`config.mk`:
```
export PLATFORM = sky130hd
export DESIGN_NAME = char_lcd_text_nibble_writer
export DESIGN_NICKNAME = d
export VERILOG_FILES = /design/src/hdl/lcdtw_pkg.sv /design/src/hdl/lcdtw_front.sv /design/src/hdl/lcdtw_job_fifo.sv /design/src/hdl/lcdtw_back.sv /design/src/hdl/char_lcd_text_nibble_writer.sv
export SDC_FILE = /design/constraint.sdc
export NUM_CORES = 1
export LEC_CHECK = 0
export CORE_MARGIN = 2
export CORE_UTILIZATION = 45
export CTS_CLUSTER_DIAMETER = 100
export DETAILED_ROUTE_END_ITERATION = 10
export DONT_BUFFER_PORTS = 1
export GPL_TIMING_DRIVEN = 1
export HOLD_SLACK_MARGIN = 0.08
export PLACE_DENSITY = 0.72
export SYNTH_ARGS = -nofsm -noshare
export SYNTH_HDL_FRONTEND = slang
export SYNTH_SLANG_ARGS = --single-unit
```
`constraint.sdc`:
```
create_clock -name i_clk -period 10.4 [get_ports i_clk]
set_input_delay 0 -clock i_clk [delete_from_list [all_inputs] [get_ports i_clk]]
set_output_delay 0 -clock i_clk [all_outputs]
set_load 0.02 [all_outputs]
```
`src/hdl/lcdtw_pkg.sv`:
```
// shared types, request codes and address helpers for the character lcd text writer
// no dependencies; imported by every module of the block
`default_nettype none

package lcdtw_pkg;

    // request codes
    localparam logic [1:0] REQ_SET_POS  = 2'd0;
    localparam logic [1:0] REQ_TEXT     = 2'd1;
    localparam logic [1:0] REQ_RAW_CMD  = 2'd2;
    localparam logic [1:0] REQ_RAW_DATA = 2'd3;

    // configuration register indexes
    localparam logic [1:0] CFG_ROW_COUNT    = 2'd0;
    localparam logic [1:0] CFG_COLUMN_COUNT = 2'd1;

    localparam logic [2:0] ROW_COUNT_RESET    = 3'd2;
    localparam logic [5:0] COLUMN_COUNT_RESET = 6'd16;
    localparam logic [2:0] ROW_LIMIT          = 3'd4;

    // special characters
    localparam logic [7:0] CHAR_NUL = 8'h00;
    localparam logic [7:0] CHAR_LF  = 8'h0A;
    localparam logic [7:0] CHAR_CR  = 8'h0D;

    localparam logic       RS_CMD        = 1'b0;
    localparam logic       RS_DATA       = 1'b1;
    localparam logic [7:0] CMD_SET_DDRAM = 8'h80;

    // job queue between front and back, depth a power of two
    localparam int JOB_DEPTH   = 2;
    localparam int JOB_PTR_W   = $clog2(JOB_DEPTH);
    localparam int JOB_COUNT_W = $clog2(JOB_DEPTH + 1);

    typedef struct packed {
        logic [1:0] req_type;
        logic [7:0] byte_value;
        logic [5:0] col_pos;
        logic [1:0] row_pos;
    } t_req;

    typedef struct packed {
        logic       reg_select;
        logic [3:0] nibble;
        logic       last_nibble;
    } t_res;

    typedef struct packed {
        logic       rs;
        logic [7:0] value;
    } t_bus_byte;

    // one or two bytes caused by one request
    typedef struct packed {
        logic      two;
        t_bus_byte b0;
        t_bus_byte b1;
    } t_job;

    typedef struct packed {
        logic full;
        logic empty;
    } t_queue_status;

    function automatic logic [6:0] row_base(input logic [1:0] row);
        logic [6:0] base;
        case (row)
            2'd0:    base = 7'h00;
            2'd1:    base = 7'h40;
            2'd2:    base = 7'h14;
            default: base = 7'h54;
        endcase
        return base;
    endfunction

    // row at or past the rows in use (or past the panel) goes back to row 0
    function automatic logic [1:0] fold_row(input logic [2:0] row, input logic [2:0] rows);
        logic [1:0] res;
        if (row >= rows || row >= ROW_LIMIT) res = 2'd0;
        else                                 res = row[1:0];
        return res;
    endfunction

    function automatic t_bus_byte addr_cmd(input logic [5:0] col, input logic [1:0] row);
        t_bus_byte res;
        logic [6:0] addr;
        addr      = 7'({1'b0, col} + row_base(row));
        res.rs    = RS_CMD;
        res.value = CMD_SET_DDRAM | {1'b0, addr};
        return res;
    endfunction

endpackage

`default_nettype wire

```
`src/hdl/lcdtw_front.sv`:
```
// front part: accepts requests, tracks the cursor and config, builds byte jobs
// depends on lcdtw_pkg
`default_nettype none

module lcdtw_front
    import lcdtw_pkg::*;
(
    input  wire logic          i_clk,
    input  wire logic          i_rst_n,
    input  wire logic          i_push,
    input  wire t_req          i_req,
    output logic               o_full,
    input  wire logic          i_cfg_valid,
    input  wire logic [1:0]    i_cfg_index,
    input  wire logic [5:0]    i_cfg_data,
    output logic               o_cfg_ready,
    input  wire t_queue_status i_q_status,
    output logic               o_q_wr,
    output t_job               o_q_job
);

    logic [2:0] r_row_count;
    logic [5:0] r_col_count;
    logic [5:0] r_col, n_col;
    logic [1:0] r_row, n_row;

    logic       accept;
    logic       wrap;
    logic [5:0] wcol;
    logic [1:0] wrow;
    t_bus_byte  wrap_byte;
    t_bus_byte  main_byte;
    logic       emit;

    assign o_full      = i_q_status.full;
    assign o_cfg_ready = 1'b1;
    assign accept      = i_push && !i_q_status.full;

    always_comb begin
        wrap      = r_col >= r_col_count;
        wcol      = r_col;
        wrow      = r_row;
        wrap_byte = addr_cmd(6'd0, 2'd0);
        if (wrap) begin
            wcol      = 6'd0;
            wrow      = fold_row(3'({1'b0, r_row} + 3'd1), r_row_count);
            wrap_byte = addr_cmd(6'd0, wrow);
        end

        n_col     = r_col;
        n_row     = r_row;
        main_byte = '{rs: RS_CMD, value: i_req.byte_value};
        emit      = 1'b1;
        unique case (i_req.req_type)
            REQ_SET_POS: begin
                n_col     = i_req.col_pos;
                n_row     = fold_row({1'b0, i_req.row_pos}, r_row_count);
                main_byte = addr_cmd(n_col, n_row);
            end
            REQ_TEXT: begin
                if (i_req.byte_value == CHAR_NUL) begin
                    emit = 1'b0;
                end else if (i_req.byte_value == CHAR_LF) begin
                    n_col     = wcol;
                    n_row     = fold_row(3'({1'b0, wrow} + 3'd1), r_row_count);
                    main_byte = addr_cmd(n_col, n_row);
                end else if (i_req.byte_value == CHAR_CR) begin
                    n_col     = 6'd0;
                    n_row     = fold_row({1'b0, wrow}, r_row_count);
                    main_byte = addr_cmd(n_col, n_row);
                end else begin
                    n_col     = wcol + 6'd1;
                    n_row     = wrow;
                    main_byte = '{rs: RS_DATA, value: i_req.byte_value};
                end
            end
            REQ_RAW_CMD: main_byte = '{rs: RS_CMD, value: i_req.byte_value};
            REQ_RAW_DATA: main_byte = '{rs: RS_DATA, value: i_req.byte_value};
            default: main_byte = '{rs: RS_DATA, value: i_req.byte_value};
        endcase

        o_q_wr = accept && emit;
        if (i_req.req_type == REQ_TEXT && wrap) begin
            o_q_job = '{two: 1'b1, b0: wrap_byte, b1: main_byte};
        end else begin
            o_q_job = '{two: 1'b0, b0: main_byte, b1: main_byte};
        end
    end

    always_ff @(posedge i_clk) begin
        if (!i_rst_n) begin
            r_row_count <= ROW_COUNT_RESET;
            r_col_count <= COLUMN_COUNT_RESET;
            r_col       <= 6'd0;
            r_row       <= 2'd0;
        end else begin
            if (i_cfg_valid) begin
                if (i_cfg_index == CFG_ROW_COUNT)    r_row_count <= i_cfg_data[2:0];
                if (i_cfg_index == CFG_COLUMN_COUNT) r_col_count <= i_cfg_data;
            end
            if (accept) begin
                r_col <= n_col;
                r_row <= n_row;
            end
        end
    end

endmodule

`default_nettype wire

```
`src/hdl/lcdtw_job_fifo.sv`:
```
// short job queue between the front and back parts
// depends on lcdtw_pkg
`default_nettype none

module lcdtw_job_fifo
    import lcdtw_pkg::*;
(
    input  wire logic    i_clk,
    input  wire logic    i_rst_n,
    input  wire logic    i_wr,
    input  wire t_job    i_wr_job,
    input  wire logic    i_rd,
    output t_job         o_rd_job,
    output t_queue_status o_status
);

    t_job                   r_mem [JOB_DEPTH];
    logic [JOB_PTR_W-1:0]   r_wptr;
    logic [JOB_PTR_W-1:0]   r_rptr;
    logic [JOB_COUNT_W-1:0] r_count;

    logic do_wr;
    logic do_rd;

    assign o_status.full  = r_count == JOB_COUNT_W'(JOB_DEPTH);
    assign o_status.empty = r_count == '0;
    assign o_rd_job       = r_mem[r_rptr];
    assign do_wr          = i_wr && !o_status.full;
    assign do_rd          = i_rd && !o_status.empty;

    always_ff @(posedge i_clk) begin
        if (do_wr) r_mem[r_wptr] <= i_wr_job;
    end

    always_ff @(posedge i_clk) begin
        if (!i_rst_n) begin
            r_wptr  <= '0;
            r_rptr  <= '0;
            r_count <= '0;
        end else begin
            if (do_wr) r_wptr <= r_wptr + JOB_PTR_W'(1);
            if (do_rd) r_rptr <= r_rptr + JOB_PTR_W'(1);
            if (do_wr && !do_rd)      r_count <= r_count + JOB_COUNT_W'(1);
            else if (do_rd && !do_wr) r_count <= r_count - JOB_COUNT_W'(1);
        end
    end

    a_count_bound: assert property (@(posedge i_clk) disable iff (!i_rst_n)
        r_count <= JOB_COUNT_W'(JOB_DEPTH))
        else $error("job queue count past depth");

    a_no_write_full: assert property (@(posedge i_clk) disable iff (!i_rst_n)
        i_wr |-> !o_status.full)
        else $error("job written into full queue");

    a_no_read_empty: assert property (@(posedge i_clk) disable iff (!i_rst_n)
        i_rd |-> !o_status.empty)
        else $error("job read from empty queue");

endmodule

`default_nettype wire

```
`src/hdl/lcdtw_back.sv`:
```
// back part: takes byte jobs and sends them out as tagged nibbles, high first
// depends on lcdtw_pkg
`default_nettype none

module lcdtw_back
    import lcdtw_pkg::*;
(
    input  wire logic          i_clk,
    input  wire logic          i_rst_n,
    input  wire t_queue_status i_q_status,
    input  wire t_job          i_q_job,
    output logic               o_q_rd,
    output t_res               o_res,
    output logic               o_empty,
    input  wire logic          i_pop
);

    logic       r_valid;
    t_job       r_job;
    logic [1:0] r_idx;

    logic       is_last;
    logic       take;
    t_bus_byte  cur;

    always_comb begin
        cur               = r_idx[1] ? r_job.b1 : r_job.b0;
        is_last           = r_idx == (r_job.two ? 2'd3 : 2'd1);
        o_res.reg_select  = cur.rs;
        o_res.nibble      = r_idx[0] ? cur.value[3:0] : cur.value[7:4];
        o_res.last_nibble = is_last;
        o_empty           = !r_valid;
        take              = !r_valid || (i_pop && is_last);
        o_q_rd            = take && !i_q_status.empty;
    end

    always_ff @(posedge i_clk) begin
        if (take) r_job <= i_q_job;
    end

    always_ff @(posedge i_clk) begin
        if (!i_rst_n) begin
            r_valid <= 1'b0;
            r_idx   <= 2'd0;
        end else if (take) begin
            r_valid <= !i_q_status.empty;
            r_idx   <= 2'd0;
        end else if (i_pop) begin
            r_idx <= r_idx + 2'd1;
        end
    end

    a_idx_in_job: assert property (@(posedge i_clk) disable iff (!i_rst_n)
        r_valid |-> (r_job.two || !r_idx[1]))
        else $error("nibble index past a one byte job");

    a_hold_when_stalled: assert property (@(posedge i_clk) disable iff (!i_rst_n)
        r_valid && !i_pop |=> r_valid && $stable(r_idx))
        else $error("waiting nibble changed without a pop");

endmodule

`default_nettype wire

```
`src/hdl/char_lcd_text_nibble_writer.sv`:
```
// top level of the character lcd text writer for a 4-bit bus
// depends on lcdtw_pkg, lcdtw_front, lcdtw_job_fifo, lcdtw_back
`default_nettype none

// Turns text and raw byte requests into RS-tagged nibbles for a 4-bit character
// LCD bus. Requests come in through a queue style port (push/full); nibbles go
// out through another (empty/pop), high nibble of each byte first, with
// last_nibble set on the final nibble of a request. A text character first wraps
// to the next row when the column has reached column_count; newline, carriage
// return and set position each emit a DDRAM address command. A NUL character is
// accepted and produces nothing. A request is accepted whenever the two entry
// job queue has room, so requests may arrive back to back; the output side moves
// one nibble per cycle while popped, so a request costs two nibbles (one byte)
// or four (wrapped character) of output bandwidth, and that nibble serializer
// sets the sustained rate. Configuration writes (index 0 row_count, index 1
// column_count) are always ready and should only be made while the block is idle.

module char_lcd_text_nibble_writer
    import lcdtw_pkg::*;
(
    input  wire logic       i_clk,
    input  wire logic       i_rst_n,
    // request side
    input  wire logic       i_push,
    input  wire t_req       i_req,
    output logic            o_full,
    // nibble side
    output t_res            o_res,
    output logic            o_empty,
    input  wire logic       i_pop,
    // configuration writes
    input  wire logic       i_cfg_valid,
    input  wire logic [1:0] i_cfg_index,
    input  wire logic [5:0] i_cfg_data,
    output logic            o_cfg_ready
);

    // front to queue
    logic          q_wr;
    t_job          q_wr_job;
    // queue to back
    logic          q_rd;
    t_job          q_rd_job;
    t_queue_status q_status;

    // request decode, cursor tracking and config registers
    lcdtw_front u_front (
        .i_clk       (i_clk),
        .i_rst_n     (i_rst_n),
        .i_push      (i_push),
        .i_req       (i_req),
        .o_full      (o_full),
        .i_cfg_valid (i_cfg_valid),
        .i_cfg_index (i_cfg_index),
        .i_cfg_data  (i_cfg_data),
        .o_cfg_ready (o_cfg_ready),
        .i_q_status  (q_status),
        .o_q_wr      (q_wr),
        .o_q_job     (q_wr_job)
    );

    // decouples request acceptance from nibble output stalls
    lcdtw_job_fifo u_fifo (
        .i_clk    (i_clk),
        .i_rst_n  (i_rst_n),
        .i_wr     (q_wr),
        .i_wr_job (q_wr_job),
        .i_rd     (q_rd),
        .o_rd_job (q_rd_job),
        .o_status (q_status)
    );

    // nibble serializer, holds the nibble on offer until popped
    lcdtw_back u_back (
        .i_clk      (i_clk),
        .i_rst_n    (i_rst_n),
        .i_q_status (q_status),
        .i_q_job    (q_rd_job),
        .o_q_rd     (q_rd),
        .o_res      (o_res),
        .o_empty    (o_empty),
        .i_pop      (i_pop)
    );

endmodule

`default_nettype wire
```
==> key figures, run 1 <==
Power
  – Seq pwr share: between 40% and 50%
  – Switching fraction of total power: 31.3%
  – Leakage: 1.96 nW
  – Worst IR drop on VDD: 0.0830 mV
  – Psw: around 310 uW
  – Combinational Power Share: 25.9%
  – Total power: 1.00 mW
  – Clock Power Share: 27.0%
  – Pint: 689 uW
  – PD cells: 193 nW/um^2

Die
  – DIE AREA: 10900 sq um
  – Starting Density: between 40% and 50%
  – Overall die height: 104 um
  – Rows: 36
  – Core Region: 9770 sq um
  – Die width: roughly 100 um
  – I/O pins: 40

Timing
  – Peak Freq: 205 MHz
  – Final clock period utilization by the worst path: 46.9%
  – Setup slack after layout: 5530 ps
  – RSZ-0062 raised after global routing: false
  – Slew Limit Fails: 0
  – Setup_tns: 0 ps
  – Worst rel slew slack: 36.0%
  – Final min period: between 4000 and 5000 ps
  – # setup viols final: 0
  – Final Hold Fails: 0
  – Clock skew: 8.19 ps
  – Slew of the pin with the lowest slew margin: ~960 ps

Finish
  – Final Cell Area: 5200 sq um
  – Number of fill cells: 847
  – Post-Layout Cell Count: 570
  – Share of layout cells above drive strength 1: about 11%
  – Synth-to-layout area growth: 14.6%
  – Fin nets: 490

Routing
  – Vias: 3315
  – Residual DRC: 0
  – Routed WL per cell: 18.0 um
  – DR pass1 iterations: 5
  – DRT Wirelength: roughly 10000 um
  – Antenna Violating Nets Remaining: 0
  – Via-to-Cell Ratio: 5.82
  – Initial DRC count: 250

Placed design
  – Post-DP Area: 4620 sq um
  – PortBufs: 0
  – # placed instances: 518
  – GPL Wtd Cong: 0.876
  – Pre-CTS WS: 5580 ps
  – HPWL Detailed: 7010 um

Yosys
  – Main synth FF type: edfxtp_1
  – Synth Warn #: 0
  – Post-Syn Nets: between 400 and 500
  – Sequential area share after synthesis: 48.3%
  – Cells after Synth: around 400
  – Cell variety after synth: 65
  – EDFF count, synth: 57
  – Async S/R FF share, synth: 0%
  – Mapped Area: ~4500 sq um
  – Avg Cell Area, Syn: 11.3 sq um
  – Synthesis-stage register bit count: 81

Global route
  – Global route overflow: 0
  – Largest net degree at the start of global routing: 29
  – Via count of the first global-routing pass: ~3300
  – Total GRT Usage: 19.4%
  – Initial antenna violation count: 1
  – First-pass GRT wire length: 16700 um

Clock tree
  – Number of CTS-inserted buffers: 9
  – Num Clock Sinks: 81
  – Post_cts resized: 0
  – CTS Hold Bufs: 35
  – CTS root buf: clkbuf_8
  – Post-CTS Setup Inserts: 0
  – CTS tree: yes
  – Worst-case clock buffer depth: 2
  – H-tree levels: 3
  – Clock insertion delay at the later pin of the skew report: between 300 and 400 ps
  – Clock-pin slew on the worst setup and hold paths: 90 ps

Critical path
  – Crit end category: flop
  – Required @ worst endpoint: 10560 ps
  – Kind of critical path: flop to flop
  – Critical Path AT: 5030 ps
  – Startpoint Class: flop
  – Crit path max fanout: 11

Outcome
  – Status: finished, final reports clean

Hold path
  – Worst hold path class: input port to flop

Job
  – Max_cap viols: 0
-- metrics by stage --
step | hold WS, ps | utilization (%)
after floorplan | 138 | -
after global placement | 70.3 | 47.2
after detailed placement | 72.3 | 47.2
after CTS | 89.8 | 53.2
after global routing | 111 | 53.2
final | 96.0 | 53.2
-- logic make-up after synthesis --
logic type,share of synthesized area (%)
AND/OR/NAND/NOR,14.6
flip-flops,48.3
XOR/XNOR,2.32
other,0.0827
AO/OA/AOI/OAI,14.3
buffers and inverters,3.75
adder cells (fa/ha/maj),7.72
multiplexers,8.99
-- power by group through the flow --
stage | combinational [mW] | sequential [mW] | clock [mW]
3_3_place_gp | 0.235 | 0.474 | 0
4_1_cts | 0.259 | 0.472 | 0.274
2_1_floorplan | 0.211 | 0.458 | 0
3_5_place_dp | 0.242 | 0.480 | 0
5_1_grt | 0.286 | 0.480 | 0.285
6_report | 0.260 | 0.472 | 0.270
-- cells in the mapped netlist (all sizes together) (7+ instances only) --
master | instances | share of area (%)
dfxtp | 24 | 11
nor2b | 13 | 1.8
mux2 | 22 | 5.5
inv | 18 | 1.5
nand2 | 21 | 1.7
edfxtp | 57 | 38
ha | 28 | 7.7
nor2 | 15 | 1.2
and3 | 7 | 0.97
clkbuf | 11 | 0.91
xnor2 | 7 | 1.4
nand3 | 9 | 0.99
o21ai | 18 | 2.0
and2 | 11 | 1.5
nand2b | 7 | 0.97
a21oi | 25 | 2.8
buf | 9 | 1.4
mux2i | 7 | 1.5
-- final timing paths --
path,start,to,slack [ps],depth (start not counted)
max,u_front.r_col[0],u_fifo.r_mem[0][6],5530,20
min,i_req[16],u_front.r_col[3],100,3
max reg2reg,u_front.r_col[0],u_fifo.r_mem[0][6],5530,20
min reg2reg,u_back.r_valid,u_back.r_idx[0],480,1
-- layout make-up --
cell class              instances  area, sq um  area share (%)
flip-flops and latches         81         2190            42.2
multi-input cells             284         2170            41.8
repair buffers                 37          365            7.03
well taps                     133          166            3.20
clock buffers                   9          124            2.38
clock inverters                 7          106            2.05
inverters                      18         67.6            1.30
diodes                          1         2.50          0.0481
-- layout by cell type, fill, tap and decap left out, drive strengths merged, types with 5 or more instances in the layout --
master / instances
a21oi: 25
mux2i: 7
edfxtp: 57
clkbuf: 9
o21a: 5
o211ai: 5
xnor2: 7
xor2: 5
dlygate4sd3: 35
nor3b: 5
nand3b: 6
and2: 11
nor3: 5
nor2: 15
inv: 23
and3: 7
o21ai: 18
nand2: 21
dfxtp: 24
nand3: 9
mux2: 22
ha: 28
nor2b: 13
nand2b: 7
-- worst max-delay path, cell delays in order (launching register included) --
cell,delay [ps]
dfxtp_1,400
inv_1,100
ha_1,300
nand2b_1,140
a21oi_1,330
o21ai_0,140
buf_4,200
a21boi_0,340
inv_1,150
ha_1,230
ha_1,310
a211o_1,290
a31oi_1,320
and2_1,230
ha_1,180
ha_1,180
a21o_1,120
nand2_1,70
o31ai_1,260
o21ai_0,120
o21ai_0,270
-- flip-flops by register name, summed over array words and instances (netlist names) --
| name | cells |
|---|---|
| u_back.r_idx | 2 |
| u_back.r_job | 19 |
| u_back.r_valid | 1 |
| u_fifo.r_count | 2 |
| u_fifo.r_mem | 38 |
| u_fifo.r_rptr | 1 |
| u_fifo.r_wptr | 1 |
| u_front.r_col | 6 |
| u_front.r_col_count | 6 |
| u_front.r_row | 2 |
| u_front.r_row_count | 3 |
-- metal layers --
metal,vias up,global-route usage (%),share of wire [%]
met5,-,0,0
met4,0,5.50,2.2
met3,29,5.70,6.8
met2,131,32.9,49
met1,1578,24.0,42
li1,1577,-,-
Power figures use the tool's default switching activity.
==> run 2, diff against run 1 <==
--- a/config.mk
+++ b/config.mk
@@ -5,6 +5,7 @@
 export SDC_FILE = /design/constraint.sdc
 export NUM_CORES = 1
 export LEC_CHECK = 0
+export ABC_AREA = 1
 export CORE_MARGIN = 2
 export CORE_UTILIZATION = 45
 export CTS_CLUSTER_DIAMETER = 100
@@ -12,7 +13,7 @@
 export DONT_BUFFER_PORTS = 1
 export GPL_TIMING_DRIVEN = 1
 export HOLD_SLACK_MARGIN = 0.08
-export PLACE_DENSITY = 0.72
+export PLACE_DENSITY = 0.74
 export SYNTH_ARGS = -nofsm -noshare
 export SYNTH_HDL_FRONTEND = slang
 export SYNTH_SLANG_ARGS = --single-unit
==> constraint.sdc (replaced) <==
create_clock -name i_clk -period 4.25 [get_ports i_clk]
set_input_delay 0 -clock i_clk [delete_from_list [all_inputs] [get_ports i_clk]]
set_output_delay 0 -clock i_clk [all_outputs]
set_load 0.02 [all_outputs]
==> run 2 against run 1 <==
  * Cell count rose by 25%
  * Critical path depth rose by 5
  * Total power rose to 2.6 times the previous value
  * Combinational power rose to 3.0 times the previous value
  * Core utilization rose by 1.3 points
  * Sequential power rose by 150%
  * Routed wire length rose by 5.0%
  * Critical endpoint is now u_fifo.r_mem[1][15]
==> key figures, run 2 <==
Outcome
  – Status: finished, final reports clean

Hold path
  – Worst hold path class: input port to flop

Routing
  – DRT Wirelength: approximately 11000 um
  – Vias: 3730
  – Via-to-Cell Ratio: 5.23
  – Antenna Violating Nets Remaining: 0
  – Residual DRC: 0
  – Routed WL per cell: 15.1 um
  – Initial DRC count: between 200 and 300
  – DR pass1 iterations: 5

Yosys
  – Synth area leaders: edfxtp_1 38%, nand2_1 12%, dfxtp_1 11%
  – EDFF count, synth: 57
  – Post-Syn Nets: approximately 600
  – Cell variety after synth: 36
  – Synthesis-stage register bit count: 81
  – Mapped Area: about 4500 sq um
  – Most frequent cell after synthesis: nand2_1
  – Synth top cells by count: 143 x nand2_1, 65 x inv_1, 57 x edfxtp_1
  – Synth top area share: 38.2%
  – Sequential area share after synthesis: 49.0%
  – Main synth FF type: edfxtp_1
  – Cells after Synth: around 530
  – Synth Warn #: 0
  – Async S/R FF share, synth: 0%
  – Avg Cell Area, Syn: 8.43 sq um
  – Largest area contributor in the netlist: edfxtp_1

Global route
  – First-pass GRT wire length: 17200 um
  – Global route overflow: 0
  – Initial antenna violation count: 0
  – Via count of the first global-routing pass: 3686
  – Largest net degree at the start of global routing: 23
  – Total GRT Usage: 20.0%

Timing
  – Worst rel slew slack: 47.3%
  – Final min period: 4080 ps
  – Final Hold Fails: 0
  – Slew Limit Fails: 0
  – Setup slack after layout: 168 ps
  – Setup_tns: 0 ps
  – Clock skew: 5.70 ps
  – # setup viols final: 0
  – Final clock period utilization by the worst path: 96.0%
  – Peak Freq: 245 MHz
  – Slew of the pin with the lowest slew margin: 790 ps

Critical path
  – CP top delay family: simple AND/OR/NAND/NOR gates
  – Crit end category: flop
  – Critical Path Slowest Stage Cell: nor4_2
  – Critical path's most frequent cell: nand2_1
  – Kind of critical path: flop to flop
  – Crit-path max cell delay: 400 ps
  – WP buf/inv: 1
  – Required @ worst endpoint: 4360 ps
  – Crit path max fanout: 4
  – Critical Path AT: 4190 ps
  – Startpoint Class: flop

Power
  – PD cells: 490 nW/um^2
  – Switching fraction of total power: 34.9%
  – Seq pwr share: 45.1%
  – Leakage: 2.30 nW
  – Psw: 907 uW
  – Combinational Power Share: roughly 30%
  – Worst IR drop on VDD: approximately 0.21 mV
  – Pint: 1.69 mW
  – Clock Power Share: 25.3%

Clock tree
  – Worst-case clock buffer depth: 2
  – CTS tree: yes
  – Num Clock Sinks: between 80 and 90
  – Number of CTS-inserted buffers: 9
  – CTS root buf: clkbuf_8
  – Clock insertion delay at the later pin of the skew report: ~350 ps
  – H-tree levels: 3
  – Clock-pin slew on the worst setup and hold paths: 90 ps

Placed design
  – Post-DP Area: ~4600 sq um
  – HPWL Detailed: ~7300 um
  – PortBufs: 0
  – Pre-CTS WS: -0.894 ps
  – GPL Wtd Cong: between 0.8 and 0.9

Job
  – Max_cap viols: 0

Die
  – Overall die height: 104 um
  – Rows: 36
  – DIE AREA: 10800 sq um
  – I/O pins: 40
  – Starting Density: 46.0%
  – Die width: 104 um
  – Core Region: 9730 sq um

Finish
  – Final Cell Area: ~5300 sq um
  – Most frequent cells in the layout: 141 x nand2_1, 64 x inv_1, 57 x edfxtp_1
  – Biggest regs: u_fifo.r_mem (38), u_back.r_job (19)
  – Largest register FFs: 38
  – Antenna Cells: 0
  – Reg with most FFs: u_fifo.r_mem
  – Share of layout cells above drive strength 1: 11.0%
  – Commonest non-fill, non-tap cell in the layout: nand2_1
  – Synth-to-layout area growth: 18.5%
  – Fin nets: 634
  – Final core utilization: 54.5%
==> run 2: cell types whose count changed after synthesis, moves of 10 or more <==
cell / delta
nand2_1: +122
nor2_1: +33
a21oi_1: +13
mux2_2: -22
and2_1: -10
nor2b_1: -13
inv_1: +47
o21ai_0: +19
==> run 2: layer usage <==
| metal | vias up | wire length, um | track usage (%) |
|---|---|---|---|
| li1 | 1844 | - | - |
| met3 | 33 | 653 | 4.09 |
| met4 | 0 | 357 | 7.43 |
| met2 | 133 | 5660 | 37.3 |
| met5 | - | 0 | 0 |
| met1 | 1720 | 4120 | 22.3 |
==> run 2: kinds of logic (layout without fill, tap and decap cells) <==
logic type,Yosys count,after routing,synth area share (%)
buf+inv,84,133,7.46
simple gates,237,237,23.0
xor+xnor,2,2,0.391
flops,81,81,49.0
fa+ha+maj,28,28,7.83
other cells,1,1,0.0838
compound gates,98,98,12.3
==> run 2: final cells by class <==
class                      instances  area [sq um]
fill                             899          4420
sequential                        81          2200
multi-input combinational        366          2010
timing repair buffer              44           423
inverter                          73           279
tap                              133           166
clock buffer                       9           124
clock inverter                     7           109
==> run 2: path summary, 6_finish.rpt <==
| path | start | endpoint | slack, ps | cells after the start |
|---|---|---|---|---|
| max | u_front.r_row[0] | u_fifo.r_mem[1][15] | 170 | 25 |
| min | i_req[13] | u_fifo.r_mem[0][5] | 90 | 4 |
| max reg2reg | u_front.r_row[0] | u_fifo.r_mem[1][15] | 170 | 25 |
| min reg2reg | u_front.r_col_count[2] | u_front.r_col_count[2] | 470 | 2 |
==> run 2: worst min-delay path: cells and delay by family <==
| kind | cells | cell delay, ps |
|---|---|---|
| buffers and inverters | 1 | 30 |
| AO/OA/AOI/OAI | 2 | 210 |
| AND/OR/NAND/NOR | 1 | 90 |
==> run 2: power by group through the flow <==
stage          Sequential [mW]  Combinational, mW  Clock (mW)
6_report                  1.17              0.769       0.657
5_1_grt                   1.20              0.860       0.694
4_1_cts                   1.17              0.709       0.667
3_5_place_dp              1.19              0.661           0
3_3_place_gp              1.18              0.634           0
2_1_floorplan             1.15              0.548           0
==> run 2: timing repair <==
action | CTS | global route
buffers inserted | 0 | 5
endpoints found under the setup margin | 3 | 18
hold endpoints to repair | 58 | 0
pin swaps | 0 | 7
hold buffers | 37 | 0
gates resized for setup | 1 | 15
==> run 2: per-stage QoR <==
step	total power, mW	cells	hold slack, ps
floorplan	1.70	531	130
global placement	1.82	655	107
detailed placement	1.85	655	112
CTS	2.55	708	86.6
global route	2.75	713	107
finish	2.60	713	94.8
